--- src/rtl/core/tsq_pkg.sv ---
`timescale 1ns / 1ps
package tsq_pkg;

    localparam int SAMPLE_W = 12;
    localparam int LIMIT_W  = 16;
    localparam int SPAN_W   = 10;   // screen sizes stay below 1024
    localparam int PLATE_W  = 12;   // plate resistance stays below 4096
    localparam int SCREEN_W = 11;
    localparam int CFG_IDX_W = 4;
    localparam int CFG_DAT_W = 16;

    typedef enum logic [CFG_IDX_W-1:0] {
        CFG_PRESSURE_LIMIT = 4'd0,
        CFG_Z1_FLOOR       = 4'd1,
        CFG_X_SPREAD       = 4'd2,
        CFG_Y_SPREAD       = 4'd3,
        CFG_CAL_X_LOW      = 4'd4,
        CFG_CAL_X_HIGH     = 4'd5,
        CFG_CAL_Y_LOW      = 4'd6,
        CFG_CAL_Y_HIGH     = 4'd7
    } t_cfg_idx;

    typedef enum logic [2:0] {
        RSN_OK        = 3'd0,
        RSN_PRESSURE  = 3'd1,
        RSN_X_SPREAD  = 3'd2,
        RSN_Y_SPREAD  = 3'd3,
        RSN_BAD_CAL   = 3'd4
    } t_reason;

    localparam logic [SAMPLE_W-1:0] Z_MASK = 12'hff0;

    typedef struct packed {
        logic [LIMIT_W-1:0]  pressure_limit;
        logic [SAMPLE_W-1:0] z1_floor;
        logic [SAMPLE_W-1:0] x_spread_limit;
        logic [SAMPLE_W-1:0] y_spread_limit;
        logic [SAMPLE_W-1:0] cal_x_low;
        logic [SAMPLE_W-1:0] cal_x_high;
        logic [SAMPLE_W-1:0] cal_y_low;
        logic [SAMPLE_W-1:0] cal_y_high;
    } t_cfg;

    // classified sample handed from front to back
    typedef struct packed {
        logic [SAMPLE_W-1:0] x;
        logic [SAMPLE_W-1:0] y;
        logic                fail;
    } t_item;

endpackage

--- src/rtl/core/tsq_div.sv ---
`timescale 1ns / 1ps
module tsq_div #(
    parameter int NUM_W = 12,
    parameter int DEN_W = 12
) (
    input  logic             i_clk,
    input  logic             i_rst_n,
    input  logic             i_start,
    input  logic [NUM_W-1:0] i_dividend,
    input  logic [DEN_W-1:0] i_divisor,
    output logic             o_done,
    output logic [NUM_W-1:0] o_quot
);
    localparam int CNT_W = $clog2(NUM_W + 1);

    logic [NUM_W-1:0] r_quot;
    logic [DEN_W-1:0] r_rem;
    logic [DEN_W-1:0] r_den;
    logic [CNT_W-1:0] r_cnt;
    logic             r_busy;
    logic             r_done;
    logic [DEN_W:0]   trial;
    logic             take;

    assign trial = {r_rem, r_quot[NUM_W-1]};
    assign take  = trial >= {1'b0, r_den};

    // restoring division, one quotient bit per cycle
    always_ff @(posedge i_clk) begin
        if (!i_rst_n) begin
            r_busy <= 1'b0;
            r_done <= 1'b0;
            r_cnt  <= '0;
        end else begin
            r_done <= 1'b0;
            if (i_start) begin
                r_busy <= 1'b1;
                r_cnt  <= CNT_W'(NUM_W);
            end else if (r_busy) begin
                r_cnt <= r_cnt - 1'b1;
                if (r_cnt == CNT_W'(1)) begin
                    r_busy <= 1'b0;
                    r_done <= 1'b1;
                end
            end
        end
    end

    always_ff @(posedge i_clk) begin
        if (i_start) begin
            r_quot <= i_dividend;
            r_rem  <= '0;
            r_den  <= i_divisor;
        end else if (r_busy) begin
            if (take) begin
                r_rem <= DEN_W'(trial - {1'b0, r_den});
            end else begin
                r_rem <= trial[DEN_W-1:0];
            end
            r_quot <= {r_quot[NUM_W-2:0], take};
        end
    end

    assign o_done = r_done;
    assign o_quot = r_quot;

    a_done_after_busy: assert property (@(posedge i_clk) disable iff (!i_rst_n)
        o_done |-> $past(r_busy))
        else $error("divider done without a running division");
endmodule

--- src/rtl/core/tsq_front.sv ---
`timescale 1ns / 1ps
module tsq_front #(
    parameter int PLATE_RESISTANCE = 595
) (
    input  logic                   i_clk,
    input  logic                   i_rst_n,
    input  tsq_pkg::t_cfg          i_cfg,
    input  logic                   i_valid,
    output logic                   o_ready,
    input  logic [11:0]            i_x_sample,
    input  logic [11:0]            i_y_sample,
    input  logic [11:0]            i_z1_sample,
    input  logic [11:0]            i_z2_sample,
    output logic                   o_push,
    input  logic                   i_push_ready,
    output tsq_pkg::t_item         o_item
);
    import tsq_pkg::*;

    localparam logic [PLATE_W-1:0] PLATE = PLATE_W'(PLATE_RESISTANCE);

    typedef enum logic [3:0] {
        F_IDLE = 4'b0001,
        F_DIV  = 4'b0010,
        F_MUL  = 4'b0100,
        F_PUSH = 4'b1000
    } t_fstate;

    t_fstate r_state, n_state;
    logic [SAMPLE_W-1:0]   r_x, r_y, r_z1;
    logic                  r_z1_zero;
    logic [SAMPLE_W-1:0]   r_base;
    logic [2*SAMPLE_W-1:0] r_prod;
    logic [SAMPLE_W-1:0]   z1m, z2m, quot;
    logic [2*SAMPLE_W-1:0] base_full;
    logic                  accept, div_start, div_done, over;

    assign z1m       = i_z1_sample & Z_MASK;
    assign z2m       = i_z2_sample & Z_MASK;
    assign o_ready   = (r_state == F_IDLE);
    assign accept    = i_valid && o_ready;
    assign div_start = accept && (z1m != '0);
    assign base_full = r_x * PLATE;

    tsq_div #(.NUM_W(SAMPLE_W), .DEN_W(SAMPLE_W)) u_div (
        .i_clk      (i_clk),
        .i_rst_n    (i_rst_n),
        .i_start    (div_start),
        .i_dividend (z2m),
        .i_divisor  (z1m),
        .o_done     (div_done),
        .o_quot     (quot)
    );

    always_comb begin
        n_state = r_state;
        case (r_state)
            F_IDLE: if (accept) n_state = (z1m != '0) ? F_DIV : F_PUSH;
            F_DIV:  if (div_done) n_state = F_MUL;
            F_MUL:  n_state = F_PUSH;
            F_PUSH: if (i_push_ready) n_state = F_IDLE;
            default: n_state = F_IDLE;
        endcase
    end

    always_ff @(posedge i_clk) begin
        if (!i_rst_n) r_state <= F_IDLE;
        else          r_state <= n_state;
    end

    always_ff @(posedge i_clk) begin
        if (accept) begin
            r_x       <= i_x_sample;
            r_y       <= i_y_sample;
            r_z1      <= z1m;
            r_z1_zero <= (z1m == '0);
        end
        if (r_state == F_DIV) r_base <= base_full[2*SAMPLE_W-1:SAMPLE_W];
        if (r_state == F_MUL) r_prod <= r_base * (quot - 1'b1);
    end

    // a zero ratio wraps to all ones, so any nonzero base overflows the limit
    always_comb begin
        if (r_z1_zero)         over = 1'b0;
        else if (quot == '0)   over = (r_base != '0);
        else                   over = r_prod > (2*SAMPLE_W)'(i_cfg.pressure_limit);
    end

    assign o_push      = (r_state == F_PUSH);
    assign o_item.x    = r_x;
    assign o_item.y    = r_y;
    assign o_item.fail = over || (r_z1 < i_cfg.z1_floor);
endmodule

--- src/rtl/core/tsq_fifo.sv ---
`timescale 1ns / 1ps
module tsq_fifo (
    input  logic           i_clk,
    input  logic           i_rst_n,
    input  logic           i_push,
    output logic           o_push_ready,
    input  tsq_pkg::t_item i_item,
    output logic           o_valid,
    input  logic           i_pop,
    output tsq_pkg::t_item o_item
);
    import tsq_pkg::*;

    t_item      r_slot [2];
    logic       r_wp, r_rp;
    logic [1:0] r_cnt;
    logic       do_push, do_pop;

    assign o_push_ready = (r_cnt != 2'd2);
    assign o_valid      = (r_cnt != 2'd0);
    assign do_push      = i_push && o_push_ready;
    assign do_pop       = i_pop && o_valid;
    assign o_item       = r_slot[r_rp];

    always_ff @(posedge i_clk) begin
        if (!i_rst_n) begin
            r_wp  <= 1'b0;
            r_rp  <= 1'b0;
            r_cnt <= 2'd0;
        end else begin
            if (do_push) r_wp <= ~r_wp;
            if (do_pop)  r_rp <= ~r_rp;
            r_cnt <= r_cnt + {1'b0, do_push} - {1'b0, do_pop};
        end
    end

    always_ff @(posedge i_clk) begin
        if (do_push) r_slot[r_wp] <= i_item;
    end

    a_no_overflow: assert property (@(posedge i_clk) disable iff (!i_rst_n)
        r_cnt != 2'd3)
        else $error("queue count out of range");
endmodule

--- src/rtl/core/tsq_back.sv ---
`timescale 1ns / 1ps
module tsq_back #(
    parameter int SAMPLES_PER_POINT = 4,
    parameter int SCREEN_WIDTH      = 800,
    parameter int SCREEN_HEIGHT     = 600
) (
    input  logic           i_clk,
    input  logic           i_rst_n,
    input  tsq_pkg::t_cfg  i_cfg,
    input  logic           i_item_valid,
    output logic           o_pop,
    input  tsq_pkg::t_item i_item,
    output logic           o_valid,
    input  logic           i_ready,
    output logic           o_point_valid,
    output logic [2:0]     o_reject_reason,
    output logic [11:0]    o_median_x,
    output logic [11:0]    o_median_y,
    output logic signed [10:0] o_screen_x,
    output logic signed [10:0] o_screen_y
);
    import tsq_pkg::*;

    localparam int N     = SAMPLES_PER_POINT;
    localparam int CNT_W = $clog2(N + 1);
    localparam int NUM_W = SPAN_W + SAMPLE_W;
    localparam int MID   = N / 2;
    localparam logic [SPAN_W-1:0] SPAN_X = SPAN_W'(SCREEN_WIDTH);
    localparam logic [SPAN_W-1:0] SPAN_Y = SPAN_W'(SCREEN_HEIGHT);

    typedef enum logic [4:0] {
        B_COLL = 5'b00001,
        B_CHK  = 5'b00010,
        B_MUL  = 5'b00100,
        B_DIV  = 5'b01000,
        B_OUT  = 5'b10000
    } t_bstate;

    t_bstate r_state, n_state;
    logic [SAMPLE_W-1:0] r_xs [N];
    logic [SAMPLE_W-1:0] r_ys [N];
    logic [SAMPLE_W-1:0] n_xs [N];
    logic [SAMPLE_W-1:0] n_ys [N];
    logic [CNT_W-1:0]    r_cnt;
    logic                r_pfail;
    logic                r_axis;
    logic                r_neg;
    t_reason             r_reason, reason;
    logic signed [SCREEN_W-1:0] r_sx, r_sy, sat;

    logic                r_o_valid, r_o_pv;
    logic [2:0]          r_o_rsn;
    logic [SAMPLE_W-1:0] r_o_mx, r_o_my;
    logic signed [SCREEN_W-1:0] r_o_sx, r_o_sy;

    logic [N-1:0]        gx, gy;
    logic [SAMPLE_W:0]   diff;
    logic [SAMPLE_W-1:0] mag, lo, hi, med;
    logic [SPAN_W-1:0]   span;
    logic [NUM_W-1:0]    quot;
    logic                div_start, div_done, load_out, bad_cal;

    assign o_pop    = (r_state == B_COLL) && i_item_valid;
    assign load_out = (r_state == B_OUT) && (!r_o_valid || i_ready);

    // insertion into the sorted lanes; slots past the fill count act as +inf
    always_comb begin
        for (int k = 0; k < N; k++) begin
            gx[k] = (CNT_W'(k) >= r_cnt) || (r_xs[k] > i_item.x);
            gy[k] = (CNT_W'(k) >= r_cnt) || (r_ys[k] > i_item.y);
        end
        for (int k = 0; k < N; k++) begin
            if (!gx[k])                 n_xs[k] = r_xs[k];
            else if (k == 0)            n_xs[k] = i_item.x;
            else if (!gx[(k+N-1)%N])    n_xs[k] = i_item.x;
            else                        n_xs[k] = r_xs[(k+N-1)%N];
            if (!gy[k])                 n_ys[k] = r_ys[k];
            else if (k == 0)            n_ys[k] = i_item.y;
            else if (!gy[(k+N-1)%N])    n_ys[k] = i_item.y;
            else                        n_ys[k] = r_ys[(k+N-1)%N];
        end
    end

    assign bad_cal = (i_cfg.cal_x_high <= i_cfg.cal_x_low)
                  || (i_cfg.cal_y_high <= i_cfg.cal_y_low);

    always_comb begin
        if (r_pfail)
            reason = RSN_PRESSURE;
        else if (r_xs[N-2] - r_xs[1] > i_cfg.x_spread_limit)
            reason = RSN_X_SPREAD;
        else if (r_ys[N-2] - r_ys[1] > i_cfg.y_spread_limit)
            reason = RSN_Y_SPREAD;
        else if (bad_cal)
            reason = RSN_BAD_CAL;
        else
            reason = RSN_OK;
    end

    assign med  = r_axis ? r_ys[MID] : r_xs[MID];
    assign lo   = r_axis ? i_cfg.cal_y_low  : i_cfg.cal_x_low;
    assign hi   = r_axis ? i_cfg.cal_y_high : i_cfg.cal_x_high;
    assign span = r_axis ? SPAN_Y : SPAN_X;
    assign diff = {1'b0, med} - {1'b0, lo};
    assign mag  = diff[SAMPLE_W] ? SAMPLE_W'(-diff) : diff[SAMPLE_W-1:0];
    assign div_start = (r_state == B_MUL);

    tsq_div #(.NUM_W(NUM_W), .DEN_W(SAMPLE_W)) u_div (
        .i_clk      (i_clk),
        .i_rst_n    (i_rst_n),
        .i_start    (div_start),
        .i_dividend (NUM_W'(span) * NUM_W'(mag)),
        .i_divisor  (SAMPLE_W'(hi - lo)),
        .o_done     (div_done),
        .o_quot     (quot)
    );

    // truncate toward zero, then clamp to the screen word
    always_comb begin
        if (r_neg) begin
            if (quot > NUM_W'(1024)) sat = {1'b1, {(SCREEN_W-1){1'b0}}};
            else                     sat = SCREEN_W'(-quot);
        end else begin
            if (quot > NUM_W'(1023)) sat = {1'b0, {(SCREEN_W-1){1'b1}}};
            else                     sat = SCREEN_W'(quot);
        end
    end

    always_comb begin
        n_state = r_state;
        case (r_state)
            B_COLL: if (o_pop && r_cnt == CNT_W'(N - 1)) n_state = B_CHK;
            B_CHK:  n_state = (reason == RSN_OK) ? B_MUL : B_OUT;
            B_MUL:  n_state = B_DIV;
            B_DIV:  if (div_done) n_state = r_axis ? B_OUT : B_MUL;
            B_OUT:  if (load_out) n_state = B_COLL;
            default: n_state = B_COLL;
        endcase
    end

    always_ff @(posedge i_clk) begin
        if (!i_rst_n) begin
            r_state   <= B_COLL;
            r_cnt     <= '0;
            r_pfail   <= 1'b0;
            r_o_valid <= 1'b0;
        end else begin
            r_state <= n_state;
            if (o_pop) begin
                r_cnt   <= r_cnt + 1'b1;
                r_pfail <= r_pfail || i_item.fail;
            end
            if (load_out) begin
                r_cnt     <= '0;
                r_pfail   <= 1'b0;
                r_o_valid <= 1'b1;
            end else if (i_ready) begin
                r_o_valid <= 1'b0;
            end
        end
    end

    always_ff @(posedge i_clk) begin
        if (o_pop) begin
            r_xs <= n_xs;
            r_ys <= n_ys;
        end
        if (r_state == B_CHK) begin
            r_reason <= reason;
            r_axis   <= 1'b0;
        end
        if (r_state == B_MUL) r_neg <= diff[SAMPLE_W];
        if (r_state == B_DIV && div_done) begin
            if (r_axis) r_sy <= sat;
            else        r_sx <= sat;
            r_axis <= 1'b1;
        end
        if (load_out) begin
            r_o_pv  <= (r_reason == RSN_OK);
            r_o_rsn <= r_reason;
            r_o_mx  <= (r_reason == RSN_OK) ? r_xs[MID] : '0;
            r_o_my  <= (r_reason == RSN_OK) ? r_ys[MID] : '0;
            r_o_sx  <= (r_reason == RSN_OK) ? r_sx : '0;
            r_o_sy  <= (r_reason == RSN_OK) ? r_sy : '0;
        end
    end

    assign o_valid         = r_o_valid;
    assign o_point_valid   = r_o_pv;
    assign o_reject_reason = r_o_rsn;
    assign o_median_x      = r_o_mx;
    assign o_median_y      = r_o_my;
    assign o_screen_x      = r_o_sx;
    assign o_screen_y      = r_o_sy;

    a_cnt_bound: assert property (@(posedge i_clk) disable iff (!i_rst_n)
        r_cnt <= CNT_W'(N))
        else $error("sample count past group size");
    a_pv_matches_reason: assert property (@(posedge i_clk) disable iff (!i_rst_n)
        r_o_valid |-> (r_o_pv == (r_o_rsn == RSN_OK)))
        else $error("point valid disagrees with reason");
    a_reject_zero: assert property (@(posedge i_clk) disable iff (!i_rst_n)
        (r_o_valid && !r_o_pv) |-> (r_o_mx == '0 && r_o_sx == '0 && r_o_sy == '0))
        else $error("rejected result carries nonzero fields");
    a_no_pop_busy: assert property (@(posedge i_clk) disable iff (!i_rst_n)
        o_pop |-> (r_state == B_COLL))
        else $error("queue popped outside collection");
endmodule

--- src/rtl/core/touch_sample_qualifier.sv ---
`timescale 1ns / 1ps
// Touch sample qualifier. Each request carries one converter sample set
// (x, y, z1, z2). The front end masks the low four bits of z1 and z2, runs the
// pressure check (a serial divide of z2 by z1 followed by one multiply) and
// hands x, y and a fail flag through a two-entry queue to the back end; when
// the masked z1 is zero it skips the divide and the multiply. The back end
// files each sample into sorted lanes as it pops it. After SAMPLES_PER_POINT
// samples it checks pressure, x spread, y spread and the calibration in that
// order, and on a pass scales both medians through a serial divider, one axis
// after the other. One result per group leaves through an output register, and
// the front end keeps taking samples while that result waits to be taken, until
// the two-entry queue is full. Configuration writes are always taken (ready is
// held high); change them only while the block is idle.
module touch_sample_qualifier #(
    parameter int SAMPLES_PER_POINT = 4,
    parameter int PLATE_RESISTANCE  = 595,
    parameter int SCREEN_WIDTH      = 800,
    parameter int SCREEN_HEIGHT     = 600
) (
    input  logic                    i_clk,
    input  logic                    i_rst_n,
    // configuration write channel
    input  logic                    i_cfg_valid,
    output logic                    o_cfg_ready,
    input  logic [3:0]              i_cfg_index,
    input  logic [15:0]             i_cfg_data,
    // sample request channel
    input  logic                    i_valid,
    output logic                    o_ready,
    input  logic [11:0]             i_x_sample,
    input  logic [11:0]             i_y_sample,
    input  logic [11:0]             i_z1_sample,
    input  logic [11:0]             i_z2_sample,
    // result channel
    output logic                    o_valid,
    input  logic                    i_ready,
    output logic                    o_point_valid,
    output logic [2:0]              o_reject_reason,
    output logic [11:0]             o_median_x,
    output logic [11:0]             o_median_y,
    output logic signed [10:0]      o_screen_x,
    output logic signed [10:0]      o_screen_y
);
    import tsq_pkg::*;

    t_cfg  r_cfg;
    t_item front_item, queue_item;
    logic  front_push, queue_ready, queue_valid, back_pop;

    assign o_cfg_ready = 1'b1;

    // register file; indexes past the list drop silently
    always_ff @(posedge i_clk) begin
        if (!i_rst_n) begin
            r_cfg.pressure_limit <= 16'd1500;
            r_cfg.z1_floor       <= 12'd65;
            r_cfg.x_spread_limit <= 12'd60;
            r_cfg.y_spread_limit <= 12'd90;
            r_cfg.cal_x_low      <= 12'd280;
            r_cfg.cal_x_high     <= 12'd3775;
            r_cfg.cal_y_low      <= 12'd366;
            r_cfg.cal_y_high     <= 12'd3720;
        end else if (i_cfg_valid) begin
            case (t_cfg_idx'(i_cfg_index))
                CFG_PRESSURE_LIMIT: r_cfg.pressure_limit <= i_cfg_data;
                CFG_Z1_FLOOR:       r_cfg.z1_floor       <= i_cfg_data[11:0];
                CFG_X_SPREAD:       r_cfg.x_spread_limit <= i_cfg_data[11:0];
                CFG_Y_SPREAD:       r_cfg.y_spread_limit <= i_cfg_data[11:0];
                CFG_CAL_X_LOW:      r_cfg.cal_x_low      <= i_cfg_data[11:0];
                CFG_CAL_X_HIGH:     r_cfg.cal_x_high     <= i_cfg_data[11:0];
                CFG_CAL_Y_LOW:      r_cfg.cal_y_low      <= i_cfg_data[11:0];
                CFG_CAL_Y_HIGH:     r_cfg.cal_y_high     <= i_cfg_data[11:0];
                default: ;
            endcase
        end
    end

    // front end: classify each sample by pressure
    tsq_front #(.PLATE_RESISTANCE(PLATE_RESISTANCE)) u_front (
        .i_clk        (i_clk),
        .i_rst_n      (i_rst_n),
        .i_cfg        (r_cfg),
        .i_valid      (i_valid),
        .o_ready      (o_ready),
        .i_x_sample   (i_x_sample),
        .i_y_sample   (i_y_sample),
        .i_z1_sample  (i_z1_sample),
        .i_z2_sample  (i_z2_sample),
        .o_push       (front_push),
        .i_push_ready (queue_ready),
        .o_item       (front_item)
    );

    // decoupling queue: lets the front keep working during group-end scaling
    tsq_fifo u_queue (
        .i_clk        (i_clk),
        .i_rst_n      (i_rst_n),
        .i_push       (front_push),
        .o_push_ready (queue_ready),
        .i_item       (front_item),
        .o_valid      (queue_valid),
        .i_pop        (back_pop),
        .o_item       (queue_item)
    );

    // back end: sort, qualify and scale one group
    tsq_back #(
        .SAMPLES_PER_POINT (SAMPLES_PER_POINT),
        .SCREEN_WIDTH      (SCREEN_WIDTH),
        .SCREEN_HEIGHT     (SCREEN_HEIGHT)
    ) u_back (
        .i_clk           (i_clk),
        .i_rst_n         (i_rst_n),
        .i_cfg           (r_cfg),
        .i_item_valid    (queue_valid),
        .o_pop           (back_pop),
        .i_item          (queue_item),
        .o_valid         (o_valid),
        .i_ready         (i_ready),
        .o_point_valid   (o_point_valid),
        .o_reject_reason (o_reject_reason),
        .o_median_x      (o_median_x),
        .o_median_y      (o_median_y),
        .o_screen_x      (o_screen_x),
        .o_screen_y      (o_screen_y)
    );
endmodule

--- config.mk ---
export PLATFORM = sky130hd
export DESIGN_NAME = touch_sample_qualifier
export DESIGN_NICKNAME = d
export VERILOG_FILES = /design/src/rtl/core/tsq_pkg.sv /design/src/rtl/core/tsq_div.sv /design/src/rtl/core/tsq_front.sv /design/src/rtl/core/tsq_fifo.sv /design/src/rtl/core/tsq_back.sv /design/src/rtl/core/touch_sample_qualifier.sv
export SDC_FILE = /design/constraint.sdc
export NUM_CORES = 2
export LEC_CHECK = 0
export BUFFER_PORTS_ARGS = -buffer_cell sky130_fd_sc_hd__buf_2
export CAP_MARGIN = 20
export CORE_MARGIN = 2
export CORE_UTILIZATION = 50
export DETAILED_ROUTE_END_ITERATION = 12
export PLACE_DENSITY = 0.75
export RECOVER_POWER = 100
export SETUP_SLACK_MARGIN = 0.2
export SYNTH_ARGS = -nofsm -noshare
export SYNTH_HDL_FRONTEND = slang
export SYNTH_SLANG_ARGS = --single-unit
--- constraint.sdc ---
create_clock -name i_clk -period 17.5 [get_ports i_clk]
set_input_delay 3.5 -clock i_clk [delete_from_list [all_inputs] [get_ports i_clk]]
set_output_delay 3.5 -clock i_clk [all_outputs]
set_load 0.01 [all_outputs]
==> run_results.csv <==
group,metric,value,unit
timing,slew_violations,412,
hold_path,hold_depth,0,
route,routed_via_density,5.37,
timing,timing.final.crit_period,11.18,ns
route,drc,0,
floorplan,die_y,263,µm
cts,cts_tree,"done",
cts,cts_sinks,476,
route,drt-pass1-iter-count,5,
route,drtIter0Drc,1322,
worst_setup_path,worstPathRequired,17.78,ns
timing,rsz0062_at_grt,"false",
synthesis,yosys_warnings,0,
timing,max_freq,89.5,MHz
cts,cts_max_level,2,
outcome,violations,"max-capacitance violations, max-slew violations",
route,wirelength,71400,µm
worst_setup_path,critical_path_class,"flop to flop",
cts,cts_hold_buf,0,
worst_setup_path,cpPeakStageDelay,2.25,ns
timing,final.setup.tns,0,ns
synthesis,synth_seq_cells,476,
synthesis,syn_nets,3923,
timing,fin_skew,0.0148,ns
cts,cts_buffers,56,
placed_design,placed_area,35000,µm²
global_routing,antenna_found_initial,7,
cts,cts_setup_buffers,0,
worst_setup_path,crit_fanout,61,
finish,final_area,36800,µm²
finish,drive_above_1_share,0.0636,
cts,cts_resized,0,
finish,syn_to_final_growth,9.68,%
cts,clk_latency,0.62,ns
synthesis,synth_top_family_by_area,"adder cells",
synthesis,synthAdderAreaFrac,0.256,
worst_setup_path,end_kind,"flop",
route,vias,23000,
synthesis,synthMuxAreaShare,0.0411,
synthesis,synth_seq_area_share,0.378,
cts,cts_root_buf,"clkbuf_16",
timing,finalCritPeriodShare,0.639,
worst_setup_path,start_kind,"flop",
hold_path,hp-class,"flop to flop",
placed_design,place.gp.congestion,0.875,
floorplan,initial_utilization,0.507,
global_routing,grt-ovfl-total,0,
floorplan,rows,94,
placed_design,io_buffers,116,
global_routing,grt_max_degree,77,
floorplan,num_io_pins,126,
finish,nets,4019,
worst_setup_path,slowest_stage,"clkbuf_1",
cts,clkTransAtPathRegs,0.06,ns
synthesis,synth_area,33500,µm²
timing,setup_viol,0,
finish,fin_util,0.556,
outcome,status,"complete, but fails checks",
synthesis,synth_area_leader_cell,"edfxtp_1",
placed_design,hpwl,53600,µm
worst_setup_path,worstPathArrival,11.46,ns
synthesis,syn-mean-instance-area,10.3,µm²
worst_setup_path,cp_common_cell,"ha_1",
synthesis,synth_cells,3267,
synthesis,synth_edf_count,315,
synthesis,yosysUniqueCellTypes,72,
global_routing,grt_pass1_wl,115000,µm
route,detail_route.wl_per_cell,16.7,µm
timing,hold_viol_final,0,
floorplan,fp.dieW,263,µm
synthesis,synth_top_area_frac,0.282,
timing,slew_headroom,-1.07,
worst_setup_path,reg2regPathDepth,28,
synthesis,synth_compound_area_frac,0.100,
cts,ctsLongestPathBuffers,3,
route,ant_nets,0,
synthesis,synthArstFlopShare,0,
synthesis,synthFlopType,"edfxtp_1",
synthesis,synthTopCellsByArea,"edfxtp_1 28%, ha_1 15%, fa_1 10%",
timing,worst_pin_slew,3.11,ns
job,max_cap_violations,9,
synthesis,synth_simple_gate_area_frac,0.136,
timing,holdWs,0.447,ns
global_routing,grt_pass1_vias,22800,
synthesis,synth_xor_area_frac,0.0306,
floorplan,core,66100,µm²
global_routing,track_usage,0.205,
floorplan,die_area,69100,µm²
## sequential cells by signal, summed over array words and instances, names as in the netlist, 22 cells and up, named ones only
signal and count:
u_back.r_xs 36, u_back.r_ys 36, r_cfg 100, u_queue.r_slot 50
u_front.r_prod 24, u_back.u_div.o_quot 22
## worst max-delay path: cells and delay by family, from the launching register on
kind	cells	cell delay [ns]
multiplexers	1	0.72
flip-flops	1	0.61
XOR/XNOR	2	0.54
adder cells (fa/ha/maj)	7	2.82
AO/OA/AOI/OAI	9	2.79
AND/OR/NAND/NOR	6	1.01
buffers and inverters	3	2.34
## final timing paths
path	slack, ns	start	to
worst min register to register	0.45	u_front.r_y[2]	u_queue.r_slot[1][3]
worst max-delay path	6.32	u_back.r_axis	u_back.u_div.o_quot[19]
worst max register to register	6.32	u_back.r_axis	u_back.u_div.o_quot[19]
worst min-delay path	0.45	u_front.r_y[2]	u_queue.r_slot[1][3]
## cell usage after synthesis (39+ instances only)
master / n
nor2b_1: 81
xnor2_1: 79
mux2i_1: 59
nand2_1: 349
ha_1: 411
edfxtp_1: 315
nand3_1: 39
fa_1: 172
a21oi_1: 121
inv_1: 410
clkbuf_1: 94
o21ai_0: 120
and2_1: 98
dfxtp_1: 161
a21o_1: 71
nor2_1: 143
mux2_2: 70
a21boi_0: 51
nor3_1: 47
## final cells by class
type                            count  area, µm²
Antenna cell                        1       2.50
Clock inverter                     35        378
Sequential cell                   476      12700
Tap cell                          864       1080
Timing Repair Buffer              144        639
Inverter                          411       1540
Fill cell                        5713      29300
Clock buffer                       71       1570
Multi-Input combinational cell   2274      18900
## cells in the final DEF (no fill, tap or decap), drive strengths merged, types with 11 or more instances in the layout
| cell | synthesis | final |
|---|---|---|
| a21oi | 122 | 122 |
| o21a | 21 | 21 |
| a21o | 72 | 72 |
| nand2 | 350 | 350 |
| nand3 | 39 | 39 |
| nor2 | 143 | 143 |
| nor2b | 81 | 81 |
| ha | 411 | 411 |
| xor2 | 38 | 38 |
| mux2 | 70 | 70 |
| o21bai | 16 | 16 |
| edfxtp | 315 | 315 |
| nand3b | 13 | 13 |
| and2 | 99 | 99 |
| nand2b | 34 | 34 |
| buf | 12 | 59 |
| dfxtp | 161 | 161 |
| a21boi | 51 | 51 |
| xnor2 | 79 | 79 |
| nand4 | 38 | 38 |
| and3 | 16 | 16 |
| nor3 | 47 | 47 |
| o211ai | 27 | 27 |
| o21ai | 122 | 122 |
| fa | 172 | 172 |
| a211oi | 18 | 18 |
| clkinv | 0 | 18 |
| inv | 411 | 414 |
| clkbuf | 94 | 156 |
| a31oi | 11 | 11 |
| mux2i | 59 | 59 |
| or3 | 19 | 19 |
## stage by stage
| stage | cells | worst slack, ns |
|---|---|---|
| after floorplan | 3267 | 9.83 |
| after global placement | 4164 | 9.00 |
| after detailed placement | 4166 | 8.90 |
| after CTS | 4272 | 8.87 |
| after global routing | 4275 | 5.37 |
| final | 4276 | 6.32 |
## layer usage
| metal | wire, µm | up-vias | GRT usage |
|---|---|---|---|
| met4 | 2000 | 6 | 0.0622 |
| li1 | - | 11400 | - |
| met2 | 34300 | 482 | 0.355 |
| met3 | 3330 | 133 | 0.0284 |
| met5 | 43 | - | 0 |
| met1 | 31700 | 10900 | 0.265 |
## cell families after synthesis
family | Yosys count
buffers and inverters | 517
and+or+nand+nor | 926
xor gates and xnor gates | 117
AOI/OAI and AO/OA | 517
adders and majority gates | 583
DFF | 476
other | 2
muxes | 129
Power is left out: the tool's default activity adds up to more than one toggle a clock period on the data nets, which glitch-free logic cannot reach.
